## config.mk

```make
export PLATFORM = sky130hd
export DESIGN_NAME = nms_fifo
export DESIGN_NICKNAME = d
export VERILOG_FILES = /design/src/hdl/nodal_matrix_stamper_defines.svh /design/src/hdl/nms_pkg.sv /design/src/hdl/nms_fifo.sv
export SDC_FILE = /design/constraint.sdc
export NUM_CORES = 1
export LEC_CHECK = 0
export BUFFER_PORTS_ARGS = -buffer_cell sky130_fd_sc_hd__buf_2
export CAP_MARGIN = 0
export CELL_PAD_IN_SITES_DETAIL_PLACEMENT = 1
export CELL_PAD_IN_SITES_GLOBAL_PLACEMENT = 1
export CORE_MARGIN = 2
export CORE_UTILIZATION = 45
export CTS_CLUSTER_SIZE = 24
export DETAILED_ROUTE_END_ITERATION = 6
export PLACE_DENSITY = 0.79
export SLEW_MARGIN = 20
export SYNTH_ARGS = -nofsm -noshare
export SYNTH_HDL_FRONTEND = slang
export SYNTH_SLANG_ARGS = --single-unit
export TNS_END_PERCENT = 1
```

## constraint.sdc

```tcl
create_clock -name clk -period 2.85 [get_ports clk]
set_input_delay 0.1425 -clock clk [delete_from_list [all_inputs] [get_ports clk]]
set_output_delay 0.1425 -clock clk [all_outputs]
set_load 0.005 [all_outputs]
```

## src/hdl/nodal_matrix_stamper_defines.svh

```systemverilog
// ----------------------------------------------------------------------------
// nodal matrix stamper assertion macros
// shared concurrent assertion wrappers, empty when synthesizing
// ----------------------------------------------------------------------------
`ifndef NODAL_MATRIX_STAMPER_DEFINES_SVH
`define NODAL_MATRIX_STAMPER_DEFINES_SVH
`ifndef SYNTHESIS
`define NMS_ASSERT(lbl, clk, rstn, prop) \
  lbl: assert property (@(posedge clk) disable iff (!rstn) prop) \
    else $error("nms assertion failed");
`define NMS_ASSERT_RST(lbl, clk, prop) \
  lbl: assert property (@(posedge clk) prop) \
    else $error("nms reset assertion failed");
`else
`define NMS_ASSERT(lbl, clk, rstn, prop)
`define NMS_ASSERT_RST(lbl, clk, prop)
`endif
`endif

```

## src/hdl/nms_pkg.sv

```systemverilog
// ----------------------------------------------------------------------------
// nms_pkg
// types, constants and helpers of the nodal matrix stamper
// ----------------------------------------------------------------------------
`timescale 1ns / 1ps
`default_nettype none
package nms_pkg;
  localparam int MAX_NODES = 16;
  localparam int MAT_COLS  = MAX_NODES + 1;
  localparam int MAT_DEPTH = MAX_NODES * MAT_COLS;
  localparam int AW        = $clog2(MAT_DEPTH);

  localparam logic       OP_STAMP  = 1'b0;
  localparam logic       OP_READ   = 1'b1;
  localparam logic [1:0] KIND_RES  = 2'd0;
  localparam logic [1:0] KIND_CUR  = 2'd1;
  localparam logic [4:0] NODES_MAX = 5'(MAX_NODES);
  localparam logic signed [47:0] ENTRY_MAX = 48'sh7FFF_FFFF_FFFF;
  localparam logic signed [47:0] ENTRY_MIN = 48'sh8000_0000_0000;

  typedef struct packed {
    logic              operation;
    logic [1:0]        element_kind;
    logic [4:0]        node_pos;
    logic [4:0]        node_neg;
    logic signed [31:0] element_value;
    logic [3:0]        read_row;
    logic [4:0]        read_col;
    logic              final_element;
  } nms_in_t;

  typedef struct packed {
    logic signed [47:0] entry_value;
    logic               is_read;
    logic               done_res;
  } nms_out_t;

  typedef enum logic [1:0] {CMD_NOP, CMD_RES, CMD_CUR, CMD_READ} nms_kind_t;

  typedef struct packed {
    nms_kind_t          kind;
    logic               fin;
    logic [4:0]         np;
    logic [4:0]         nn;
    logic [4:0]         n;
    logic signed [31:0] val;
    logic [AW-1:0]      raddr;
    logic               rd_ok;
  } nms_cmd_t;

  typedef struct packed {
    logic full;
    logic empty;
  } nms_fifo_stat_t;

  typedef struct packed {
    logic clearing;
  } nms_back_stat_t;

  typedef enum logic [2:0] {
    BK_CLEAR, BK_IDLE, BK_DIV, BK_STEP, BK_RD, BK_WR, BK_OUT
  } nms_bk_state_t;

  function automatic logic [AW-1:0] mat_addr(input logic [3:0] row, input logic [4:0] col);
    mat_addr = AW'({row, 4'b0000}) + AW'(row) + AW'(col);
  endfunction
endpackage
`default_nettype wire

```

## src/hdl/nms_fifo.sv

```systemverilog
// ----------------------------------------------------------------------------
// nms_fifo
// two-entry command queue between front and back
// ----------------------------------------------------------------------------
`timescale 1ns / 1ps
`default_nettype none
module nms_fifo import nms_pkg::*; (
  input  wire logic     clk,
  input  wire logic     rst_n,
  input  wire logic     push,
  input  wire nms_cmd_t push_data,
  input  wire logic     pop,
  output nms_cmd_t      pop_data,
  output nms_fifo_stat_t stat
);
  nms_cmd_t   mem_r [2];
  logic       wp_r, wp_nxt, rp_r, rp_nxt;
  logic [1:0] cnt_r, cnt_nxt;

  always_comb begin
    wp_nxt  = wp_r ^ push;
    rp_nxt  = rp_r ^ pop;
    cnt_nxt = cnt_r + 2'(push) - 2'(pop);
  end

  always_ff @(posedge clk) begin
    if (!rst_n) begin
      wp_r  <= 1'b0;
      rp_r  <= 1'b0;
      cnt_r <= 2'd0;
    end else begin
      wp_r  <= wp_nxt;
      rp_r  <= rp_nxt;
      cnt_r <= cnt_nxt;
    end
  end

  always_ff @(posedge clk) begin
    if (push) mem_r[wp_r] <= push_data;
  end

  assign pop_data   = mem_r[rp_r];
  assign stat.full  = cnt_r == 2'd2;
  assign stat.empty = cnt_r == 2'd0;
endmodule
`default_nettype wire

```

==> flow_summary.json <==
{
  "cts_buffers": 17,
  "cp.arrival_ns": 2.01,
  "worst_ir_drop_vdd_uv": 475.5,
  "path_class": "reg -> out",
  "critical_path.cell_chain": "buf_12 > mux2_4 > buf_2",
  "setup-violations-final": 0,
  "dpl.cell_count": 465,
  "finalSetupTns_ns": 0,
  "cellLeakagePower_uw": 0.002703,
  "synth_top_area_frac": 0.7400,
  "postCtsResizedCells": 0,
  "antenna_violating_nets_post_route": 0,
  "synth-compound-area-share": 0,
  "cp_top_family": "flip-flops",
  "synth-simple-area-share": 0.008479,
  "cell_with_the_biggest_individual_delay_on_the_critical_path": "sky130_fd_sc_hd__dfxtp_4",
  "timing.final.crit_period_ns": 2.149,
  "post_synthesis_average_cell_area_sq_um": 23.41,
  "routed_wirelength_um": 9917,
  "floorplan.die_area_sq_um": 11670,
  "die_w_um": 108.0,
  "post_synth_xor_area_fraction": 0.006423,
  "wl_per_cell_um": 17.77,
  "cts_num_sinks": 125,
  "mostFrequentLayoutCells": "sky130_fd_sc_hd__buf_2, sky130_fd_sc_hd__edfxtp_1, sky130_fd_sc_hd__dlygate4sd3_1",
  "synth_largest_area_cell": "sky130_fd_sc_hd__edfxtp_1",
  "timing.critical_path.fanout_max": 37,
  "drc_violations_left": 0,
  "max_slew.worst_pin.slew_ns": 0.8208,
  "global_route.usage.total": 0.1756,
  "netlist-cell-type-count": 12,
  "report.final.slew_viol_count": 0,
  "final_cell_count_no_fill": 558,
  "power.density_cell_area_nw_per_um2": 682.6,
  "gp_congestion": 0.6701,
  "timing.hold.worst.class": "in -> reg",
  "max-cap-violations": 0,
  "synthMuxAreaShare": 0.1850,
  "postLayoutSetupSlackWorst_ns": 0.7007,
  "initial_core_util": 0.4675,
  "cts-root-to-sink-buffers": 2,
  "row_count": 37,
  "number_of_global_route_vias_before_repair": 2907,
  "die_height_um": 108.0,
  "synth_fp_nets": 276,
  "root_buffer": "sky130_fd_sc_hd__clkbuf_8",
  "achievable-frequency_mhz": 465.3,
  "grt_start_max_net_pins": 61,
  "finalPower_uw": 4575,
  "synthToLayoutAreaGrowth_pct": 37.64,
  "wire_length_of_the_first_global_routing_pass_um": 14830,
  "diodes": 0,
  "critical_path.startpoint_type": "register",
  "fin_worst_skew_ns": 0.009002,
  "end_kind": "primary output",
  "cp_data_required_time_ns": 2.71,
  "cts_max_level": 4,
  "dominant_combinational_cell_family_by_area_after_synthesis": "multiplexers",
  "synth_warnings": 0,
  "crit_path_max_incr_delay_ns": 0.66,
  "fillers": 917,
  "ys_top_cells_by_area": "sky130_fd_sc_hd__edfxtp_1, sky130_fd_sc_hd__mux2_4, sky130_fd_sc_hd__buf_12",
  "clk_pin_slew_worst_paths_ns": 0.05,
  "dp_slack_ns": 1.198,
  "rsz0062_at_grt": "no",
  "finalHoldViolCount": 0,
  "gr-total-overflow": 0,
  "worstSkewPairLatency_ns": 0.50,
  "design.core.area_sq_um": 10420,
  "outcome": "complete, no violations",
  "dp.final_hpwl_um": 5682,
  "fin_nets": 478,
  "path_buf_inv": 2,
  "synthAdderAreaFrac": 0.01028,
  "post_synth_inst_count": 208,
  "vias_per_cell": 4.710,
  "dr.pass1.iters": 4,
  "fin_crit_sh": 0.7541,
  "cts_tree": "yes",
  "synth-seq-area-share": 0.7605,
  "port-buffer-count": 125,
  "boundaryPins": 126,
  "drt_iter0_drc": 97,
  "final_common_cell": "sky130_fd_sc_hd__buf_2",
  "relSlewSlack": 0.4528,
  "antenna_found_initial": 0,
  "yosys_register_bits": 125,
  "post_synth_instance_area_sq_um": 4870,
  "vias": 2628,
  "fraction_of_final_layout_cells_sized_beyond_drive_strength_1": 0.5071
}
## kinds of logic after synthesis
kind of cell | Yosys count
adder cells (fa/ha/maj) | 4
buffers and inverters | 10
XOR/XNOR | 2
AND/OR/NAND/NOR | 7
flip-flops | 125
multiplexers | 60
## report_power, final
part	switching, uW	total, uW	leakage [uW]	internal (uW)
registers	53.6	2200	0.00117	2150
logic	216	546	0.00129	330
clock network	697	1830	0.000242	1130
## worst reg2reg max path: cells and delay by family, from the launching register on
kind                     cells  cell delay, ns
adder cells (fa/ha/maj)      1            0.15
buffers and inverters        2            0.70
flip-flops                   1            0.31
## layer usage
layer  track usage  vias to the layer above  routed length (um)
met2        0.3163                       96                5243
met4       0.05769                        0                 109
met5             0                        -                   0
met3       0.06088                       12                 620
met1        0.1940                     1295                3943
li1              -                     1225                   -
## stage by stage
step	hold WS (ns)	util	cell area, sq um
global placement	0.3304	0.5355	5578
detailed placement	0.3341	0.5355	5578
CTS	0.0001106	0.6435	6703
floorplan	0.2414	-	4870
global route	0.0006064	0.6435	6703
finish	0.02628	0.6435	6703
## worst paths after layout
check                                               to  slack [ns]             from  cells after the start
worst min register to register         wp_r$_SDFF_PN0_        0.58  wp_r$_SDFF_PN0_                      3
worst max register to register  mem_r[0][33]$_DFFE_PP_        1.30  wp_r$_SDFF_PN0_                      3
worst max-delay path                       pop_data[3]        0.70         register                      3
worst min-delay path                          register        0.03              pop                      3
## registers in the layout, indices dropped and copies added (netlist names), named ones only
| register | flops |
|---|---|
| mem_r | 120 |
| cnt_r | 2 |
| rp_r | 1 |
| wp_r | 1 |
## synthesized netlist by cell type
library cell	instances
sky130_fd_sc_hd__buf_12	6
sky130_fd_sc_hd__xor2_1	1
sky130_fd_sc_hd__nor2_1	1
sky130_fd_sc_hd__mux2_4	60
sky130_fd_sc_hd__xnor3_1	1
sky130_fd_sc_hd__nor2b_1	3
sky130_fd_sc_hd__dfxtp_1	5
sky130_fd_sc_hd__and2_1	3
sky130_fd_sc_hd__buf_6	1
sky130_fd_sc_hd__edfxtp_1	120
sky130_fd_sc_hd__inv_1	3
sky130_fd_sc_hd__ha_1	4
## timing repair
item / in CTS / in global routing
setup endpoints to repair: 0 / 0
setup buffers: 0 / 0
hold buffers: 62 / 0
endpoints found under the hold margin: 125 / 0
## cell type report
type	instances	area, sq um	share of cell area
multi-input cells	73	1028	0.1534
flip-flops and latches	125	3707	0.5531
well taps	136	170.2	0.02539
clock inverters	10	75.07	0.01120
repair buffers	190	1281	0.1912
clock buffers	21	429.2	0.06403
inverters	3	11.26	0.001680
No activity file was read; power rests on OpenSTA's default activity.
