--- src/hdl/nodal_matrix_stamper_defines.svh ---
// ----------------------------------------------------------------------------
// nodal matrix stamper assertion macros
// shared concurrent assertion wrappers, empty when synthesizing
// ----------------------------------------------------------------------------
`ifndef NODAL_MATRIX_STAMPER_DEFINES_SVH
`define NODAL_MATRIX_STAMPER_DEFINES_SVH
`ifndef SYNTHESIS
`define NMS_ASSERT(lbl, clk, rstn, prop) \
  lbl: assert property (@(posedge clk) disable iff (!rstn) prop) \
    else $error("nms assertion failed");
`define NMS_ASSERT_RST(lbl, clk, prop) \
  lbl: assert property (@(posedge clk) prop) \
    else $error("nms reset assertion failed");
`else
`define NMS_ASSERT(lbl, clk, rstn, prop)
`define NMS_ASSERT_RST(lbl, clk, prop)
`endif
`endif

--- src/hdl/nms_pkg.sv ---
// ----------------------------------------------------------------------------
// nms_pkg
// types, constants and helpers of the nodal matrix stamper
// ----------------------------------------------------------------------------
`timescale 1ns / 1ps
`default_nettype none
package nms_pkg;
  localparam int MAX_NODES = 16;
  localparam int MAT_COLS  = MAX_NODES + 1;
  localparam int MAT_DEPTH = MAX_NODES * MAT_COLS;
  localparam int AW        = $clog2(MAT_DEPTH);

  localparam logic       OP_STAMP  = 1'b0;
  localparam logic       OP_READ   = 1'b1;
  localparam logic [1:0] KIND_RES  = 2'd0;
  localparam logic [1:0] KIND_CUR  = 2'd1;
  localparam logic [4:0] NODES_MAX = 5'(MAX_NODES);
  localparam logic signed [47:0] ENTRY_MAX = 48'sh7FFF_FFFF_FFFF;
  localparam logic signed [47:0] ENTRY_MIN = 48'sh8000_0000_0000;

  typedef struct packed {
    logic              operation;
    logic [1:0]        element_kind;
    logic [4:0]        node_pos;
    logic [4:0]        node_neg;
    logic signed [31:0] element_value;
    logic [3:0]        read_row;
    logic [4:0]        read_col;
    logic              final_element;
  } nms_in_t;

  typedef struct packed {
    logic signed [47:0] entry_value;
    logic               is_read;
    logic               done_res;
  } nms_out_t;

  typedef enum logic [1:0] {CMD_NOP, CMD_RES, CMD_CUR, CMD_READ} nms_kind_t;

  typedef struct packed {
    nms_kind_t          kind;
    logic               fin;
    logic [4:0]         np;
    logic [4:0]         nn;
    logic [4:0]         n;
    logic signed [31:0] val;
    logic [AW-1:0]      raddr;
    logic               rd_ok;
  } nms_cmd_t;

  typedef struct packed {
    logic full;
    logic empty;
  } nms_fifo_stat_t;

  typedef struct packed {
    logic clearing;
  } nms_back_stat_t;

  typedef enum logic [2:0] {
    BK_CLEAR, BK_IDLE, BK_DIV, BK_STEP, BK_RD, BK_WR, BK_OUT
  } nms_bk_state_t;

  function automatic logic [AW-1:0] mat_addr(input logic [3:0] row, input logic [4:0] col);
    mat_addr = AW'({row, 4'b0000}) + AW'(row) + AW'(col);
  endfunction
endpackage
`default_nettype wire

--- src/hdl/nms_front.sv ---
// ----------------------------------------------------------------------------
// nms_front
// holds node_count, accepts words and classifies them into commands
// ----------------------------------------------------------------------------
`timescale 1ns / 1ps
`default_nettype none
module nms_front import nms_pkg::*; (
  input  wire logic      clk,
  input  wire logic      rst_n,
  input  wire logic      cfg_we,
  input  wire logic [4:0] cfg_wdata,
  input  wire logic      in_valid,
  output logic           in_ready,
  input  wire nms_in_t   in_data,
  input  wire nms_fifo_stat_t fifo_stat,
  input  wire nms_back_stat_t back_stat,
  output logic           push,
  output nms_cmd_t       cmd
);
  logic [4:0] node_count_r, node_count_nxt;
  logic [4:0] n;

  always_comb node_count_nxt = cfg_we ? cfg_wdata : node_count_r;

  always_ff @(posedge clk) begin
    if (!rst_n) node_count_r <= NODES_MAX;
    else        node_count_r <= node_count_nxt;
  end

  always_comb begin
    if (node_count_r == 5'd0)          n = 5'd1;
    else if (node_count_r > NODES_MAX) n = NODES_MAX;
    else                               n = node_count_r;
  end

  assign in_ready = !fifo_stat.full && !back_stat.clearing;
  assign push     = in_valid && in_ready;

  always_comb begin
    cmd.fin   = in_data.final_element;
    cmd.np    = in_data.node_pos;
    cmd.nn    = in_data.node_neg;
    cmd.n     = n;
    cmd.val   = in_data.element_value;
    cmd.raddr = mat_addr(in_data.read_row, in_data.read_col);
    cmd.rd_ok = ({1'b0, in_data.read_row} < n) && (in_data.read_col <= n);
    if (in_data.operation == OP_READ) begin
      cmd.kind = CMD_READ;
    end else if (in_data.node_pos > n || in_data.node_neg > n) begin
      cmd.kind = CMD_NOP;
    end else begin
      case (in_data.element_kind)
        KIND_RES: cmd.kind = CMD_RES;
        KIND_CUR: cmd.kind = CMD_CUR;
        default:  cmd.kind = CMD_NOP;
      endcase
    end
  end
endmodule
`default_nettype wire

--- config.mk ---
export PLATFORM = sky130hd
export DESIGN_NAME = nms_front
export DESIGN_NICKNAME = d
export VERILOG_FILES = /design/src/hdl/nodal_matrix_stamper_defines.svh /design/src/hdl/nms_pkg.sv /design/src/hdl/nms_front.sv
export SDC_FILE = /design/constraint.sdc
export NUM_CORES = 1
export LEC_CHECK = 0
export BUFFER_PORTS_ARGS = -buffer_cell sky130_fd_sc_hd__buf_2
export CAP_MARGIN = 25
export CELL_PAD_IN_SITES_DETAIL_PLACEMENT = 2
export CELL_PAD_IN_SITES_GLOBAL_PLACEMENT = 2
export CORE_AREA = 5 5 95 88
export CTS_CLUSTER_DIAMETER = 40
export DETAILED_ROUTE_END_ITERATION = 7
export DIE_AREA = 0 0 100 93
export PLACE_DENSITY_LB_ADDON = 0.15
export SLEW_MARGIN = 20
export SYNTH_ARGS = -nofsm -noshare
export SYNTH_HDL_FRONTEND = slang
export SYNTH_SLANG_ARGS = --single-unit
--- constraint.sdc ---
create_clock -name clk -period 4.53 [get_ports clk]
set_clock_uncertainty 0.15 [all_clocks]
set_input_delay 0.2265 -clock clk [delete_from_list [all_inputs] [get_ports clk]]
set_output_delay 0.2265 -clock clk [all_outputs]
set_load 0.005 [all_outputs]
==> summary.txt, run 1 <==
Outcome
  – Outcome: finished clean

CTS
  – CTS Root Cell: clkbuf_8
  – Worst-path clk slew: roughly 0.04 ns
  – Clock buffers created by TritonCTS: 3
  – Clock buffer depth: 2
  – CTS tree: built
  – Hold-fix buffer count after cts: 0
  – Resized cells post-CTS: 0
  – H-tree lvl count: 1
  – Skew-Pair Late Insertion Delay: 0.23 ns
  – Post-CTS setup buffer count: 0
  – CTS Sinks: 5

Setup path
  – Critical path class: register to output port
  – Worst path arrival time: 2.34 ns
  – Path depth of the worst reg2reg path: 2
  – Crit end category: output port
  – Setup slack, reg-to-reg: between 3 and 4 ns
  – R2R Path End: node_count_r[4]
  – Critical Path Source Type: register
  – R2r startpoint: node_count_r[4]
  – Crit path max fanout: 8
  – Required time worst endpoint: 4.15 ns

Floorplanning
  – Core area: 7320 sq um
  – Row count: 30
  – Starting density of the core: 17.3%
  – Width of the die: 100 um
  – Die ar.: just over 9000 sq um
  – I/O Pins: 129
  – Die H: 93 um

Route
  – Drt via density: slightly above 4
  – Vias: 1149
  – 1st-iter DRT viols: 5
  – DR pass1 iterations: 4
  – Drt wl/cell: 14.0 um
  – DRC viols: 0
  – Final wirelength: 3.91 mm
  – Antenna-violating nets left: 0

Global routing
  – Total Routing Usage GR: 8.29%
  – First-pass GRT wire length: ~6.3 mm
  – Vias in the first global route: between 1000 and 1500
  – Largest net degree at the start of global routing: 9
  – Antenna violations before repair: 0
  – Total grt overflow: 0

Power
  – Max VDD drop: 0.000152 V
  – PnR Total Power: 0.261 mW
  – Leakage power: 0.759 nW
  – Power per cell area: 185 nW/um^2

Worst hold path
  – Hold Crit Start: cfg_wdata[4]
  – Hold-critical path depth: 3
  – Hold endpoint: node_count_r[4]
  – Worst hold path class: input port to register

Logic synthesis
  – Ys async rst share: 0%
  – Synth Flop Type: dfxtp_1
  – Seq/Total Area, Yosys: a little under 8%
  – Count of cell types in the netlist: 32
  – Synthesized area: ~1300 sq um
  – Synthesized instance count: 163
  – Synthesized flop and latch total: 5
  – Mean Syn Cell Area: between 7 and 8 sq um
  – Syn Nets: 254
  – Post-synth EDFFs: 0
  – YS warnings: 0

Timing
  – Relative slew slack: between 70% and 80%
  – Final min period: 2.72 ns
  – Highest clock rate: 0.367 GHz
  – Fin crit share: about three fifths
  – Final-report max-slew violation count: 0
  – TNS Setup: 0 ns
  – Fin. Hold Viols: 0
  – # setup viols final: 0
  – RSZ-0062 raised after global routing: false
  – Worst-margin pin slew: roughly 0.37 ns

Finish
  – Net count, final: 275
  – Layout area overhead: 11.1%
  – Antenna cells: 0
  – Share of cells above drive strength 1: 37.2%
  – Top flop regs: node_count_r: 5 flops
  – Max reg flops: 5
  – Largest register by flop count: node_count_r

Run
  – Max cap viols: 0

Place
  – Port Buffer Count: 61
  – Placer Congestion: ~0.73
  – HPWL Detailed: about 3.6 mm
placed cells by master, fill, tap and decap left out:
master and n:
buf_2 61, ha_1 23, inv_1 15, nor2_1 9, nand2_1 6, nor2b_1 6
o21ai_0 6, a21oi_1 5, a21o_1 5, dfxtp_1 5, nor3b_1 4, xnor2_1 4
nor3_1 4, mux2i_1 4, clkbuf_8 3, a21oi_2 2, and4_1 2, a22oi_1 2
and2_1 2, nand3_1 2, o21bai_1 1, and3_1 1, a221o_1 1, nand3b_1 1
a221oi_1 1, nand4_1 1, a31oi_1 1, o21bai_2 1, xor2_1 1, a31o_2 1
o211ai_1 1, fa_1 1, clkbuf_1 1
critical path, stage by stage (launching register included):
cell	delay [ns]
dfxtp_1	0.34
inv_1	0.23
nand2_1	0.23
ha_1	0.34
nor2b_1	0.14
nor3_1	0.12
o21ai_0	0.13
a22oi_1	0.29
a31o_2	0.19
buf_2	0.11
through the flow:
step	hold WS, ns	setup WS [ns]	std cells	area [sq um]	utilization [%]
floorplan	0.175	2.52	163	1270	-
global placement	0.298	2.00	275	1360	18.6
CTS	0.113	1.73	279	1410	19.2
finish	0.108	1.81	279	1410	19.2
global route	0.123	1.50	279	1410	19.2
detailed placement	0.303	1.98	275	1360	18.6
cell type report:
| cell class | count | area (sq um) |
|---|---|---|
| multi-input combinational | 98 | 781 |
| clock buffer | 4 | 45.0 |
| timing repair buffer | 61 | 305 |
| inverter | 15 | 56.3 |
| sequential | 5 | 100 |
| fill | 893 | 5910 |
| tap | 96 | 120 |
power breakdown:
group	switching [mW]	total, mW	internal, mW	leakage, nW
sequential	0.00263	0.0497	0.0471	0.0414
clock	0.0242	0.0848	0.0606	0.0228
combinational	0.0647	0.126	0.0615	0.695
routing by layer:
metal  up-vias  track usage (%)  part of all wire [%]
met2        48             15.7                    53
li1        556                -                     -
met4         0             3.25                   1.8
met5         -                0                     0
met1       532             9.20                    39
met3        13             1.27                   6.1
Yosys cell counts (all sizes together) (2+ instances only):
cell type / number / area, sq um
a22oi: 2 / 15.0
nor3b: 4 / 30.0
buf: 43 / 323
o21bai: 2 / 18.8
inv: 15 / 56.3
nor2: 9 / 33.8
o21ai: 6 / 30.0
clkbuf: 2 / 7.51
nand2: 6 / 22.5
and2: 2 / 12.5
and4: 2 / 17.5
ha: 23 / 288
xnor2: 4 / 35.0
nor3: 4 / 20.0
mux2i: 4 / 40.0
nor2b: 6 / 37.5
a21o: 5 / 37.5
nand3: 2 / 10.0
dfxtp: 5 / 100
a21oi: 7 / 42.5
worst max-delay path by stage:
stage / cells after the start / to / slack, ns / start
2_1_floorplan: 8 / cmd[59] / 2.52 / node_count_r[1]
3_3_place_gp: 9 / cmd[59] / 2.00 / node_count_r[4]
3_5_place_dp: 9 / cmd[59] / 1.98 / node_count_r[4]
4_1_cts: 9 / cmd[59] / 1.73 / node_count_r[4]
5_1_grt: 9 / cmd[59] / 1.50 / node_count_r[4]
6_report: 9 / cmd[59] / 1.81 / node_count_r[4]
logic make-up (layout without fill, tap and decap cells):
group	Yosys count	in the layout	synth area share [%]
flops	5	5	7.90
mux	4	4	3.16
xor+xnor	5	5	3.45
compound gates	27	27	14.6
simple gates	38	38	16.1
fa+ha+maj	24	24	24.3
buf+inv	60	80	30.5
No activity file was read; power rests on OpenSTA's default activity.
==> run 2: changes to the inputs <==
--- a/config.mk
+++ b/config.mk
@@ -5,14 +5,15 @@
 export SDC_FILE = /design/constraint.sdc
 export NUM_CORES = 1
 export LEC_CHECK = 0
+export ABC_AREA = 1
 export BUFFER_PORTS_ARGS = -buffer_cell sky130_fd_sc_hd__buf_2
 export CAP_MARGIN = 25
 export CELL_PAD_IN_SITES_DETAIL_PLACEMENT = 2
 export CELL_PAD_IN_SITES_GLOBAL_PLACEMENT = 2
-export CORE_AREA = 5 5 95 88
+export CORE_AREA = 5 5 103 95
 export CTS_CLUSTER_DIAMETER = 40
 export DETAILED_ROUTE_END_ITERATION = 7
-export DIE_AREA = 0 0 100 93
+export DIE_AREA = 0 0 108 100
 export PLACE_DENSITY_LB_ADDON = 0.15
 export SLEW_MARGIN = 20
 export SYNTH_ARGS = -nofsm -noshare
==> constraint.sdc (replaced) <==
create_clock -name clk -period 2.6 [get_ports clk]
set_clock_uncertainty 0.15 [all_clocks]
set_input_delay 0.13 -clock clk [delete_from_list [all_inputs] [get_ports clk]]
set_output_delay 0.13 -clock clk [all_outputs]
set_load 0.005 [all_outputs]
==> run 2 against run 1 <==
  * The run now ends with hold timing left
  * Setup slack worse by 1.5 ns
  * Sequential cell count unchanged
  * Die area increased by 16%
  * Critical path depth up 2
  * Final area rose by 7.3%
  * Largest cell class unchanged
==> summary.txt, run 2 <==
Logic synthesis
  – Seq/Total Area, Yosys: 7.54% (-0.36 points)
  – Synthesized area: 1330 sq um (+4.7%)
  – Area fraction of the dominant cell type after synthesis: 24.3% (-1.2 points)
  – Synth Flop Type: dfxtp_1
  – Count of cell types in the netlist: 27 (-16%)
  – Post-synth EDFFs: 0 (unchanged)
  – Area contributors post-synth: buf_4 (24%), ha_1 (22%), nand2_1 (10%), dfxtp_1 (7.5%), inv_1 (7.1%)
  – Syn Nets: 290 (+14%)
  – Synth top cells by count: buf_4 (43), nand2_1 (37), inv_1 (25)
  – Area leader, netlist: buf_4
  – Synthesized flop and latch total: 5 (unchanged)
  – Synthesized instance count: 199 (+22%)
  – YS warnings: 0 (unchanged)
  – Count leader, synth: buf_4
  – Mean Syn Cell Area: 6.67 sq um (-14%)
  – Ys async rst share: 0% (unchanged)

Place
  – Placer Congestion: 0.666 (-8.6%)
  – Port Buffer Count: 61 (unchanged)
  – HPWL Detailed: 3.61 mm (+1.1%)

Power
  – Net Sw Power: 0.170 mW (+86%)
  – Switch share: 36.8% (+1.7 points)
  – Max VDD drop: 0.000134 V (-12%)
  – Reg power frac: 18.7% (-0.4 points)
  – Clock power share: 31.2% (-1.3 points)
  – Internal Pwr Total: 0.291 mW (+72%)
  – Combinational Power Share: 50.1% (+1.7 points)
  – Power per cell area: 305 nW/um^2 (+65%)
  – Leakage power: 0.862 nW (+14%)

Worst hold path
  – Worst hold path class: input port to register

Finish
  – Antenna cells: 0 (unchanged)
  – Largest register by flop count: node_count_r
  – Most common cell after layout, fill and taps aside: buf_2
  – Net count, final: 313 (+14%)
  – Top flop regs: node_count_r: 5 flops
  – Commonest non-fill, non-tap cells in the layout: buf_2 (61), nand2_1 (37), inv_1 (25)
  – Share of cells above drive strength 1: 34.8% (-2.3 points)
  – Max reg flops: 5 (unchanged)
  – Final Core Density: 17.8% (-1.4 points)
  – Layout area overhead: 13.8%

CTS
  – CTS Sinks: 5 (unchanged)
  – Skew-Pair Late Insertion Delay: 0.22 ns (about the same)
  – CTS Root Cell: clkbuf_8
  – Worst-path clk slew: 0.04 ns (about the same)
  – H-tree lvl count: 1 (unchanged)
  – Clock buffer depth: 2 (unchanged)
  – Resized cells post-CTS: 0 (unchanged)
  – CTS tree: built
  – Clock buffers created by TritonCTS: 3 (unchanged)

Run
  – Max cap viols: 0 (unchanged)

Global routing
  – Met2 Use GR: 12.4% (-3.2 points)
  – M1 GR Usage: 9.88% (+0.67 points)
  – Vias in the first global route: 1403 (+8.8%)
  – Total Routing Usage GR: 7.58% (-0.71 points)
  – Antenna violations before repair: 0 (unchanged)
  – Total grt overflow: 0 (unchanged)
  – Top Usage Layer GRT: met2
  – Largest net degree at the start of global routing: 8 (-1)
  – First-pass GRT wire length: 6.72 mm (+7.5%)
  – Met3 GRT Util: 2.32% (+1.0 points)

Outcome
  – Failing checks: hold timing
  – Outcome: finished, violations left

Setup path
  – Required time worst endpoint: 2.32 ns (-1.83 ns)
  – Critical-path cell list: nor2_1 -> nand3_1 -> a21oi_1 -> ha_1 -> inv_1 -> nand2_1 -> nand3_1 -> nand2_1 -> nand3_1 -> nand2_1 -> buf_2
  – Crit end category: output port
  – Top cell family by delay on the critical path: simple AND/OR/NAND/NOR gates
  – Worst path bufs/invs: 2 (unchanged)
  – Worst path arrival time: 1.98 ns (-0.36 ns)
  – Worst path max stage delay: 0.50 ns (+0.16 ns)
  – Critical path class: register to output port
  – Crit path max fanout: 4 (-4)
  – Critical Path Source Type: register
  – Crit-path slowest cell: a21oi_1

Route
  – Final wirelength: 4.06 mm (+3.9%)
  – Antenna-violating nets left: 0 (unchanged)
  – Drt wl/cell: 11.9 um (-15%)
  – Drt via density: 3.68 (-11%)
  – 1st-iter DRT viols: 9 (+4)
  – DRC viols: 0 (unchanged)
  – DR pass1 iterations: 3 (-1)
  – Vias: 1251 (+8.9%)

Floorplanning
  – Row count: 32 (+6.7%)
  – I/O Pins: 129 (unchanged)
  – Die ar.: 10800 sq um (+16%)
  – Die H: 100 um (+7.5%)
  – Core area: 8490 sq um (+16%)
  – Starting density of the core: 15.6% (-1.7 points)
  – Width of the die: 108 um (+8.0%)

Timing
  – Final-report max-slew violation count: 0 (unchanged)
  – # setup viols final: 0 (unchanged)
  – Worst-margin pin slew: 0.612 ns (+0.239 ns)
  – Worst Hold Slack: -0.000888 ns (-0.109 ns)
  – Highest clock rate: 0.442 GHz
  – Relative slew slack: 59.2% (-16 points)
  – Fin. Hold Viols: 1 (+1)
  – Fin crit share: between 80% and 90%
  – TNS Setup: 0 ns (unchanged)
  – Final min period: about 2.3 ns
  – RSZ-0062 raised after global routing: false
[run 2: cell type report]
class / count / area [sq um]
clock buffers: 4 / 45.0
fillers: 1070 / 6980
inverters: 31 / 134
multi-input cells: 119 / 767
flip-flops and latches: 5 / 100
well taps: 119 / 149
repair buffers: 62 / 315
[run 2: repair_timing]
item	in CTS	in global routing
endpoints found under the hold margin	1	0
hold buffers	1	0
buffers inserted	0	0
[run 2: power groups by stage]
stage | clock network [mW] | logic (mW) | registers [mW]
6_report | 0.144 | 0.231 | 0.0863
3_5_place_dp | 0 | 0.239 | 0.0878
3_3_place_gp | 0 | 0.235 | 0.0877
4_1_cts | 0.148 | 0.241 | 0.0866
5_1_grt | 0.150 | 0.274 | 0.0871
2_1_floorplan | 0 | 0.183 | 0.0864
[run 2: kinds of logic after synthesis]
| group | Yosys count | share of synthesized area (%) |
|---|---|---|
| and+or+nand+nor | 74 | 24.9 |
| AOI/OAI and AO/OA | 18 | 7.73 |
| xor gates and xnor gates | 3 | 1.98 |
| adders and majority gates | 24 | 23.2 |
| buffers and inverters | 75 | 34.7 |
| DFF | 5 | 7.54 |
[run 2: worst reg2reg max path, delay by kind of cell (launching register included)]
kind	cells	cell delay, ns
flops	1	0.43
buf+inv	1	0.14
compound gates	1	0.17
[run 2: final timing paths]
| check | startpoint | slack [ns] | cells after the start | end |
|---|---|---|---|---|
| max reg2reg | node_count_r[4] | 1.63 | 2 | node_count_r[4] |
| min reg2reg | node_count_r[2] | 0.35 | 2 | node_count_r[2] |
| min | cfg_wdata[1] | -0.0009 | 3 | node_count_r[1] |
| max | node_count_r[1] | 0.34 | 11 | cmd[58] |
[run 2: metrics by stage]
stage	worst slack (ns)	hold slack [ns]	power, mW	cells	instance area, sq um
6_report	0.339	-0.000888	0.461	340	1510
3_5_place_dp	0.517	0.110	0.327	335	1460
5_1_grt	0.0835	0.0122	0.511	340	1510
2_1_floorplan	0.977	0.0786	0.270	199	1330
4_1_cts	0.280	0.00237	0.476	340	1510
3_3_place_gp	0.520	0.110	0.323	335	1460
[run 2: layer usage]
layer | wire (um) | part of all wire (%) | vias to the layer above
li1 | - | - | 632
met2 | 1800 | 44 | 52
met5 | 0 | 0 | -
met4 | 0 | 0 | 0
met3 | 352 | 8.7 | 0
met1 | 1910 | 47 | 567
